$ cat config.mk
export PLATFORM = sky130hd
export DESIGN_NAME = iidl_cell
export DESIGN_NICKNAME = d
export VERILOG_FILES = /design/src/rtl/iidl_pkg.sv /design/src/rtl/iidl_cell.sv
export SDC_FILE = /design/constraint.sdc
export NUM_CORES = 1
export LEC_CHECK = 0
export ABC_CLOCK_PERIOD_IN_PS = 9500
export BUFFER_PORTS_ARGS = -buffer_cell sky130_fd_sc_hd__buf_4
export CORE_MARGIN = 2
export CORE_UTILIZATION = 40
export DETAILED_ROUTE_END_ITERATION = 8
export MAX_ROUTING_LAYER = met4
export PLACE_DENSITY = 0.92
export SLEW_MARGIN = 40
export SYNTH_ARGS = -nofsm -noshare
export SYNTH_HDL_FRONTEND = slang
export SYNTH_SLANG_ARGS = --single-unit
$ cat constraint.sdc
create_clock -name aclk -period 9.5 [get_ports aclk]
set_clock_uncertainty 0.1 [all_clocks]
set_input_delay 1.9 -clock aclk [delete_from_list [all_inputs] [get_ports aclk]]
set_output_delay 1.9 -clock aclk [all_outputs]
set_load 0.02 [all_outputs]
$ cat src/rtl/iidl_pkg.sv
// ----------------------------------------------------------------------------
// iidl_pkg
// Shared types and codes for the indexed insert/delete list core.
// ----------------------------------------------------------------------------
package iidl_pkg;

    localparam int unsigned VALUE_W  = 32;
    localparam int unsigned POS_W    = 32;
    localparam int unsigned KIND_W   = 3;
    localparam int unsigned STATUS_W = 2;
    localparam int unsigned LENOUT_W = 7;

    typedef enum logic [KIND_W-1:0] {
        KIND_READ   = 3'd0,
        KIND_HEAD   = 3'd1,
        KIND_TAIL   = 3'd2,
        KIND_INSERT = 3'd3,
        KIND_DELETE = 3'd4
    } kind_t;

    typedef enum logic [STATUS_W-1:0] {
        ST_DONE  = 2'd0,
        ST_RANGE = 2'd1,
        ST_FULL  = 2'd2
    } status_t;

    // Per-cycle command broadcast to every cell of the chain.
    typedef struct packed {
        logic ins;   // open a slot at the index, shift later entries up
        logic del;   // drop the entry at the index, shift later entries down
    } cell_ctrl_t;

endpackage

$ cat src/rtl/iidl_cell.sv
// ----------------------------------------------------------------------------
// iidl_cell
// One list slot: holds an entry, shifts toward either neighbor, and taps its
// value onto the read bus when addressed.
// ----------------------------------------------------------------------------
module iidl_cell #(
    parameter int unsigned IDX_W = 7,
    parameter int unsigned INDEX = 0
) (
    input  logic                          aclk,
    input  iidl_pkg::cell_ctrl_t          ctrl,
    input  logic [IDX_W-1:0]              at,
    input  logic [iidl_pkg::VALUE_W-1:0]  new_value,
    input  logic [iidl_pkg::VALUE_W-1:0]  left_value,
    input  logic [iidl_pkg::VALUE_W-1:0]  right_value,
    output logic [iidl_pkg::VALUE_W-1:0]  value,
    output logic [iidl_pkg::VALUE_W-1:0]  tap
);

    localparam logic [IDX_W-1:0] MY_IDX = IDX_W'(INDEX);

    logic [iidl_pkg::VALUE_W-1:0] value_reg;
    logic [iidl_pkg::VALUE_W-1:0] value_next;
    logic                         hit;

    assign hit = (at == MY_IDX);

    always_comb begin
        value_next = value_reg;
        priority if (ctrl.ins) begin
            if (hit) begin
                value_next = new_value;
            end else if (at < MY_IDX) begin
                value_next = left_value;
            end
        end else if (ctrl.del) begin
            if (at <= MY_IDX) begin
                value_next = right_value;
            end
        end
    end

    always_ff @(posedge aclk) begin
        value_reg <= value_next;
    end

    assign value = value_reg;
    assign tap   = hit ? value_reg : '0;

endmodule

==> summary.txt, run 1 <==
outcome: complete, no violations
Slew HR: 0.561
Fmax: 0.190 GHz
Ports: 170
vias: 1564
largest family of logic cells by synthesized area: multiplexers
I/O Buffers: 137
clock-pin slew on the worst setup and hold paths: 0.06 ns
# setup viols final: 0
Util after Layout: 0.669
Worst Path Max Fanout: 33
total power: 0.300 mW
proportion of layout cells with a drive suffix above 1: 0.748
synthesized flop and latch total: 32
DRT Pass-1 Iters: 4
Nets: 383
global placement routability congestion: 0.709
Post-CTS Resized: 0
CTS Buf Count: 5
largest net degree at the start of global routing: 34
mux share of post-synthesis cell area: 0.191
DPL Wire Length: 3760 um
Critical Path RT: 7.50 ns
Synth Instances: 144
Total GRT Usage: 0.192
Post-CTS Setup Bufs: 0
Synth cell types: 12
Post-DRT Antenna Nets: 0
Least-Margin Pin Slew: 0.656 ns
unrepaired setup endpoints after global routing: false
post-synthesis adder-cell area fraction: 0
wire per inst: 14.6 um
Routed WL: 4830 um
placed insts: 322
Worst EP arrival: 3.25 ns
Vias per Instance: 4.74
CP Capture Type: output pin
Seq/Total Area, Yosys: 0.509
fin crit period: 5.25 ns
XOR/XNOR Fraction of Synth Area: 0
vias in the first global route: 1612
Leak: 1.34 nW
Tcrit/Tclk final: 0.553
Core ar.: 4440 um^2
Synth Area in Compound Gates: 0
clk sink count: 32
Initial Utilization: 0.425
multi-input logic area: 713 um^2
first-pass GRT wire length: 7530 um
final setup TNS: 0 ns
Max rail drop VDD: 0.0000697 V
Non-Filler Instances: 330
Ant. Diodes: 0
crit path kind: primary input to output pin
Simple-Gate Fraction of Synth Area: 0.178
DRT iter0 DRCs: 76
Area Growth Syn to Fin: 57.7%
GRT overflow: 0
Final Hold Vio Count: 0
clock root cell: clkbuf_8
Ys Warns: 0
Pwr Density: 101 nW/um^2
CP startpoint kind: primary input
clock tree buffer depth: 2
Die Y: 72.7 um
hold_buf cts: 0
Pins Over Slew Limit: 0
Mapped Area: 1890 um^2
syn avg cell area: 13.1 um^2
full die area: 5280 um^2
Hold WC Path Type: primary input to flip-flop
Filler Cells Inserted: 345
Reg area: 961 um^2
htree depth: 2
Max-Cap Viols: 0
DIE WIDTH: 72.7 um
CTS tree: built
initial antenna violation count: 0
max reg flops: 32
DRC Markers: 0
Synthesized Nets: 250
Cell Rows: 24
power breakdown:
group          switching, mW  internal [mW]  leakage (nW)
Sequential          0.000372          0.157         0.288
Combinational         0.0164         0.0304          1.01
Clock                 0.0447         0.0509        0.0399
area by class of cell:
| class | instances | area share |
|---|---|---|
| clock buffer | 7 | 0.0257 |
| clock inverter | 1 | 0.00126 |
| inverter | 32 | 0.0404 |
| multi-input combinational | 68 | 0.240 |
| sequential | 32 | 0.323 |
| tap | 52 | 0.0219 |
| timing repair buffer | 138 | 0.348 |
metrics by stage:
step / instance area (um^2) / worst slack [ns] / hold WS, ns
6_report: 2980 / 4.25 / 1.83
5_1_grt: 2980 / 4.20 / 1.82
4_1_cts: 2980 / 4.25 / 1.82
3_5_place_dp: 2900 / 4.26 / 2.11
3_3_place_gp: 2890 / 4.18 / 2.10
2_1_floorplan: 1890 / 4.12 / 2.02
worst max-delay path, stage by stage:
cell	delay, ns
buf_4	0.11
or4_4	0.81
nor3_1	0.26
buf_4	0.17
per-layer routing:
| layer | global-route usage | part of all wire |
|---|---|---|
| met1 | 0.199 | 0.35 |
| met2 | 0.370 | 0.57 |
| met3 | 0.0304 | 0.072 |
| met4 | 0.0556 | 0.0062 |
| met5 | - | 0 |
synthesized netlist by cell type:
cell	number	area share
buf_12	3	0.032
buf_2	6	0.016
buf_6	1	0.0060
clkbuf_1	2	0.0040
edfxtp_1	32	0.51
inv_1	32	0.064
mux2_2	32	0.19
nor2_1	1	0.0020
nor3_1	3	0.0080
nor3_2	30	0.16
or3_1	1	0.0033
or4_4	1	0.0060
kinds of logic after synthesis:
family                 Yosys count
buffers and inverters           44
DFF                             32
muxes                           32
and+or+nand+nor                 36
path summary, 6_finish.rpt:
kind                        to  slack, ns  cells past startpoint           start
worst min-delay path  value[2]       1.83                      2  right_value[2]
worst max-delay path    tap[0]       4.25                      4           at[2]
placed cells by master, fill, tap and decap left out, drive strengths merged:
cell type,n
clkbuf,7
buf,138
inv,32
edfxtp,32
nor2,1
or3,1
nor3,33
mux2,32
or4,1
clkinv,1
Power figures use the tool's default switching activity.
==> inputs of run 2 (changes only) <==
--- a/config.mk
+++ b/config.mk
@@ -5,13 +5,14 @@
 export SDC_FILE = /design/constraint.sdc
 export NUM_CORES = 1
 export LEC_CHECK = 0
-export ABC_CLOCK_PERIOD_IN_PS = 9500
+export ABC_AREA = 1
+export ABC_CLOCK_PERIOD_IN_PS = 4830
 export BUFFER_PORTS_ARGS = -buffer_cell sky130_fd_sc_hd__buf_4
 export CORE_MARGIN = 2
-export CORE_UTILIZATION = 40
+export CORE_UTILIZATION = 34
 export DETAILED_ROUTE_END_ITERATION = 8
 export MAX_ROUTING_LAYER = met4
-export PLACE_DENSITY = 0.92
+export PLACE_DENSITY = 0.83
 export SLEW_MARGIN = 40
 export SYNTH_ARGS = -nofsm -noshare
 export SYNTH_HDL_FRONTEND = slang
==> constraint.sdc (replaced) <==
create_clock -name aclk -period 4.83 [get_ports aclk]
set_clock_uncertainty 0.1 [all_clocks]
set_input_delay 0.966 -clock aclk [delete_from_list [all_inputs] [get_ports aclk]]
set_output_delay 0.966 -clock aclk [all_outputs]
set_load 0.02 [all_outputs]
==> run 2 against run 1 <==
  * Clock power rose by 100%
  * Setup slack worse by 2.5 ns
  * Largest cell class unchanged
  * Synthesized cell count is 48% higher
  * Sequential cell count unchanged
  * Critical path type unchanged
  * Sequential power is 96% higher
  * Die area up 20%
  * Routed wire length up 8.1%
  * Combinational power rose by 97%
  * First-iteration DRC count up 28%
  * Worst hold slack worse by 0.96 ns
  * Highest routed layer unchanged
  * Critical path depth grew 1
==> summary.txt, run 2 <==
clock root cell: clkbuf_8
Synth Area in Compound Gates: 0.0821 (+0.0821)
vias in the first global route: 1729 (+7.3%)
fin crit period: 3.08 ns
Final Hold Vio Count: 0 (unchanged)
DRC Markers: 0 (unchanged)
Die Y: 79.7 um (+9.7%)
Area Growth Syn to Fin: 57.0%
Critical Path RT: 3.76 ns (-3.74 ns)
most common cell after layout, fill and taps aside: buf_4
CTS tree: built
count leader, synth: inv_1
clock tree buffer depth: 2 (unchanged)
mux share of post-synthesis cell area: 0 (-0.191)
# setup viols final: 0 (unchanged)
Reg area: 961 um^2 (unchanged)
CP Capture Type: output pin
Post-DRT Antenna Nets: 0 (unchanged)
routing usage on met2: 0.319 (-0.0504)
CP max-delay cell: nand2_4
final setup TNS: 0 ns (unchanged)
unrepaired setup endpoints after global routing: false
Worst Path Max Fanout: 33 (unchanged)
hold_buf cts: 0 (unchanged)
syn avg cell area: 9.16 um^2 (-30%)
multi-input logic area: 641 um^2 (-10%)
GR Util met3: 0.0226 (-0.00776)
largest net degree at the start of global routing: 66 (+94%)
Ant. Diodes: 0 (unchanged)
DRT iter0 DRCs: 97 (+28%)
Cell Rows: 27 (+13%)
area leader, netlist: edfxtp_1
CTS Buf Count: 5 (unchanged)
critical-path cell list: buf_4 > nor2_1 > nand2_4 > nor3_1 > buf_4
Mapped Area: 1950 um^2 (+3.4%)
Synth top area share: 0.493 (-0.0167)
worst stage delay on the critical path: 0.33 ns (-0.48 ns)
Synth area leaders: edfxtp_1 49%, nor3_2 15%, inv_1 13%
synthesized flop and latch total: 32 (unchanged)
Nets: 452 (+18%)
Post-Place Setup Slack: 1.72 ns (-2.53 ns)
Worst EP arrival: 2.01 ns (-1.24 ns)
Ports: 170 (unchanged)
Seq/Total Area, Yosys: 0.493 (-0.0167)
Tcrit/Tclk final: 0.637
clk sink count: 32 (unchanged)
Least-Margin Pin Slew: 0.561 ns (-0.0957 ns)
I/O Buffers: 137 (unchanged)
CP Buf/Inv Count: 2 (unchanged)
Fmax: 0.325 GHz
Synth async-reset ratio: 0 (unchanged)
Main synth FF type: edfxtp_1
outcome: complete, no violations
proportion of layout cells with a drive suffix above 1: 0.519 (-0.229)
Initial Utilization: 0.352 (-0.0725)
wire per inst: 12.4 um (-15%)
Max-Cap Viols: 0 (unchanged)
Core ar.: 5540 um^2 (+25%)
vias: 1818 (+16%)
Slew HR: 0.626 (+0.0649)
leading cell types in the layout, fill and taps excluded: 139 x buf_4, 65 x inv_1, 32 x nand2_1, 32 x edfxtp_1, 31 x nor3_2
full die area: 6360 um^2 (+20%)
max reg flops: 32 (unchanged)
synth cell count leaders: 65 x inv_1, 32 x edfxtp_1, 32 x nand2_1
crit path kind: primary input to output pin
number of flops mapped to enable cells by yosys: 32 (unchanged)
XOR/XNOR Fraction of Synth Area: 0 (unchanged)
Pwr Density: 194 nW/um^2 (+92%)
CP dominant cell by count: buf_4
Post-CTS Setup Bufs: 0 (unchanged)
GRT overflow: 0 (unchanged)
worst setup margin: 1.75 ns (-2.50 ns)
Post-CTS Resized: 0 (unchanged)
Total GRT Usage: 0.164 (-0.0276)
DRT Pass-1 Iters: 5 (+1)
Max rail drop VDD: 0.000135 V (+94%)
Top Usage Layer GRT: met2
global placement routability congestion: 0.764 (+7.8%)
Ys Warns: 0 (unchanged)
htree depth: 2 (unchanged)
initial antenna violation count: 0 (unchanged)
GRT met1 Usage: 0.161 (-0.0379)
largest family of logic cells by synthesized area: simple AND/OR/NAND/NOR gates
CP startpoint kind: primary input
first-pass GRT wire length: 7840 um (+4.1%)
Synth cell types: 13 (+1)
Hold WC Path Type: primary input to flip-flop
Synth Instances: 213 (+48%)
DPL Wire Length: 3980 um (+5.9%)
Vias per Instance: 4.34 (-8.5%)
Routed WL: 5210 um (+8.1%)
DIE WIDTH: 79.7 um (+9.7%)
Leak: 1.54 nW (+15%)
Pins Over Slew Limit: 0 (unchanged)
clock-pin slew on the worst setup and hold paths: 0.07 ns (about the same)
Worst path top cell family by delay: simple AND/OR/NAND/NOR gates
Filler Cells Inserted: 536 (+55%)
post-synthesis adder-cell area fraction: 0 (unchanged)
Synthesized Nets: 319 (+28%)
Simple-Gate Fraction of Synth Area: 0.239 (+0.0602)
run 2: cell count changes in the layout (fill, tap and decap cells not counted), moves of 2 or more:
cell      before  now
clkinv_2       0    2
clkbuf_1       2    0
mux2_2        32    0
nand2_1        0   32
o21ai_0        0   19
nand2_4        0    2
nor2_1         1    3
inv_1         32   65
o21ai_1        0   13
run 2: final cells by class:
| type | count | share of cell area |
|---|---|---|
| Tap cell | 72 | 0.0294 |
| Sequential cell | 32 | 0.314 |
| Inverter | 65 | 0.0797 |
| Clock inverter | 3 | 0.00450 |
| Clock buffer | 5 | 0.0225 |
| Multi-Input combinational cell | 103 | 0.209 |
| Timing Repair Buffer | 139 | 0.341 |
run 2: power by group:
part | internal, mW | total (mW) | switching, mW
clock network | 0.0976 | 0.191 | 0.0937
registers | 0.309 | 0.310 | 0.000737
logic | 0.0507 | 0.0920 | 0.0413
total | 0.458 | 0.593 | 0.136
run 2: routing by layer:
layer	vias to the layer above	part of all wire
li1	924	-
met1	815	0.36
met2	71	0.57
met3	8	0.056
met4	0	0.018
met5	-	0
run 2: cells by family after synthesis:
kind of cell,Yosys count
flip-flops,32
AO/OA/AOI/OAI,32
AND/OR/NAND/NOR,71
buffers and inverters,78
run 2: metrics by stage:
step / instances / hold WS [ns] / power [mW] / utilization / area [um^2]
after floorplan: 213 / 1.06 / 0.358 / - / 1950
final: 419 / 0.869 / 0.593 / 0.553 / 3060
after CTS: 419 / 0.860 / 0.602 / 0.553 / 3060
after global routing: 419 / 0.874 / 0.621 / 0.553 / 3060
after detailed placement: 411 / 1.15 / 0.409 / 0.538 / 2980
after global placement: 411 / 1.14 / 0.404 / 0.536 / 2970
run 2: worst min-delay path, cell delays in order:
cell	delay [ns]
buf_4	0.08
nand2_1	0.04
o21ai_0	0.05
run 2: final timing paths:
path	from	to	slack [ns]	cells after the start
setup / recovery	at[1]	tap[0]	1.75	5
hold / removal	new_value[1]	value[1]	0.87	3
==> inputs of run 3 (changes only) <==
--- a/config.mk
+++ b/config.mk
@@ -6,13 +6,13 @@
 export NUM_CORES = 1
 export LEC_CHECK = 0
 export ABC_AREA = 1
-export ABC_CLOCK_PERIOD_IN_PS = 4830
+export ABC_CLOCK_PERIOD_IN_PS = 2880
 export BUFFER_PORTS_ARGS = -buffer_cell sky130_fd_sc_hd__buf_4
 export CORE_MARGIN = 2
-export CORE_UTILIZATION = 34
+export CORE_UTILIZATION = 38
 export DETAILED_ROUTE_END_ITERATION = 8
 export MAX_ROUTING_LAYER = met4
-export PLACE_DENSITY = 0.83
+export PLACE_DENSITY = 0.88
 export SLEW_MARGIN = 40
 export SYNTH_ARGS = -nofsm -noshare
 export SYNTH_HDL_FRONTEND = slang
==> constraint.sdc (replaced) <==
create_clock -name aclk -period 2.88 [get_ports aclk]
set_clock_uncertainty 0.1 [all_clocks]
set_input_delay 0.576 -clock aclk [delete_from_list [all_inputs] [get_ports aclk]]
set_output_delay 0.576 -clock aclk [all_outputs]
set_load 0.02 [all_outputs]
==> run 3 against run 2 <==
  * Combinational power increased by 68%
  * Die area decreased by 10%
  * Worst hold slack got worse by 0.39 ns
  * Count of clock-buffer cells in the layout increased by 2
  * Final cell count unchanged
  * Cell area increased by 0.61%
  * Critical path type unchanged
  * Critical endpoint unchanged
==> summary.txt, run 3 (synthesis results as in run 2) <==
CP startpoint kind: primary input
crit path kind: primary input to output pin
Worst Path Max Fanout: 33 (unchanged)
wire per inst: 11.7 um (-5.6%)
DRT iter0 DRCs: 62 (-36%)
outcome: complete, no violations
DRC Markers: 0 (unchanged)
clk sink count: 32 (unchanged)
Initial Utilization: 0.387 (+0.0348)
Max rail drop VDD: 0.000226 V (+67%)
htree depth: 2 (unchanged)
Fmax: 0.450 GHz
Least-Margin Pin Slew: 0.537 ns (-0.0234 ns)
Worst EP arrival: 1.55 ns (-0.46 ns)
Routed WL: 4920 um (-5.6%)
Hold WC Path Type: primary input to flip-flop
CTS Buf Count: 5 (unchanged)
Die Y: 75.6 um (-5.1%)
leading cell types in the layout, fill and taps excluded: 140 x buf_4, 65 x inv_1, 32 x nand2_1, 32 x edfxtp_1, 30 x nor3_2
global placement routability congestion: 0.762 (-0.20%)
clock tree buffer depth: 2 (unchanged)
Leak: 1.54 nW (-0.50%)
hold_ws: 0.476 ns (-0.393 ns)
Core ar.: 5040 um^2 (-9.0%)
Vias per Instance: 4.32 (-0.50%)
critical-path cell list: buf_4 > nor2_2 > nand2_2 > buf_4 > nor3_1 > buf_4
min-delay src: new_value[4]
I/O Buffers: 137 (unchanged)
Final Hold Vio Count: 0 (unchanged)
Area Growth Syn to Fin: 57.9%
vias in the first global route: 1609 (-6.9%)
GRT overflow: 0 (unchanged)
CP startpoint: at[0]
clock root cell: clkbuf_8
Pins Over Slew Limit: 0 (unchanged)
Total GRT Usage: 0.172 (+0.00745)
Filler Cells Inserted: 437 (-18%)
proportion of layout cells with a drive suffix above 1: 0.516 (-0.00297)
multi-input logic area: 637 um^2 (-0.59%)
Reg area: 961 um^2 (unchanged)
Post-CTS Resized: 0 (unchanged)
CP dominant cell by count: buf_4
Ports: 170 (unchanged)
largest net degree at the start of global routing: 45 (-32%)
full die area: 5720 um^2 (-10%)
DPL Wire Length: 3880 um (-2.6%)
Pwr Density: 322 nW/um^2 (+66%)
initial antenna violation count: 0 (unchanged)
Post-DRT Antenna Nets: 0 (unchanged)
vias: 1809 (-0.50%)
CP Capture Type: output pin
most common cell after layout, fill and taps aside: buf_4
Nets: 454 (+0.44%)
hold_buf cts: 0 (unchanged)
Post-CTS Setup Bufs: 0 (unchanged)
Critical Path RT: 2.20 ns (-1.56 ns)
Max-Cap Viols: 0 (unchanged)
CP max-delay cell: buf_4
CTS tree: built
DIE WIDTH: 75.6 um (-5.1%)
final setup TNS: 0 ns (unchanged)
clock-pin slew on the worst setup and hold paths: 0.06 ns (about the same)
fin crit period: 2.22 ns
Ant. Diodes: 0 (unchanged)
# setup viols final: 0 (unchanged)
DRT Pass-1 Iters: 4 (-1)
Cell Rows: 26 (-3.7%)
Slew HR: 0.642 (+0.0160)
first-pass GRT wire length: 7180 um (-8.4%)
max reg flops: 32 (unchanged)
worst stage delay on the critical path: 0.29 ns (-0.04 ns)
Tcrit/Tclk final: 0.771
unrepaired setup endpoints after global routing: false
run 3: cell types whose count changed in the layout (fill, tap and decap cells not counted), sizes merged:
cell / previous run / this run
buf: 139 / 141
clkinv: 3 / 1
clkbuf: 5 / 7
run 3: final cells by class:
type | instances | area share
Inverter | 65 | 0.0792
Tap cell | 70 | 0.0284
Clock buffer | 7 | 0.0248
Clock inverter | 1 | 0.00122
Timing Repair Buffer | 141 | 0.348
Sequential cell | 32 | 0.312
Multi-Input combinational cell | 103 | 0.207
run 3: report_power, final:
group	switching [mW]	internal (mW)	total, mW
clock	0.151	0.168	0.318
combinational	0.0678	0.0867	0.155
sequential	0.00121	0.519	0.520
total	0.220	0.773	0.993
run 3: routing by layer:
layer | global-route usage | share of wire
met5 | - | 0
met4 | 0.0565 | 0.016
met3 | 0.0450 | 0.071
met2 | 0.312 | 0.55
met1 | 0.180 | 0.36
run 3: worst paths after layout:
| path | to | slack [ns] | cells after the start |
|---|---|---|---|
| worst max-delay path | tap[0] | 0.66 | 6 |
| worst min-delay path | value[4] | 0.48 | 3 |
run 3: metrics by stage:
stage | util | cell area, um^2 | setup WS (ns) | instances | total power, mW
final | 0.611 | 3080 | 0.658 | 419 | 0.993
after floorplan | - | 1960 | 0.268 | 213 | 0.601
after CTS | 0.611 | 3080 | 0.653 | 419 | 1.01
after global placement | 0.595 | 3000 | 0.679 | 411 | 0.680
after global routing | 0.611 | 3080 | 0.604 | 419 | 1.05
after detailed placement | 0.595 | 3000 | 0.657 | 411 | 0.686
run 3: worst max-delay path: cells and delay by family:
family | cells | cell delay [ns]
and+or+nand+nor | 3 | 0.39
buffers and inverters | 3 | 0.57
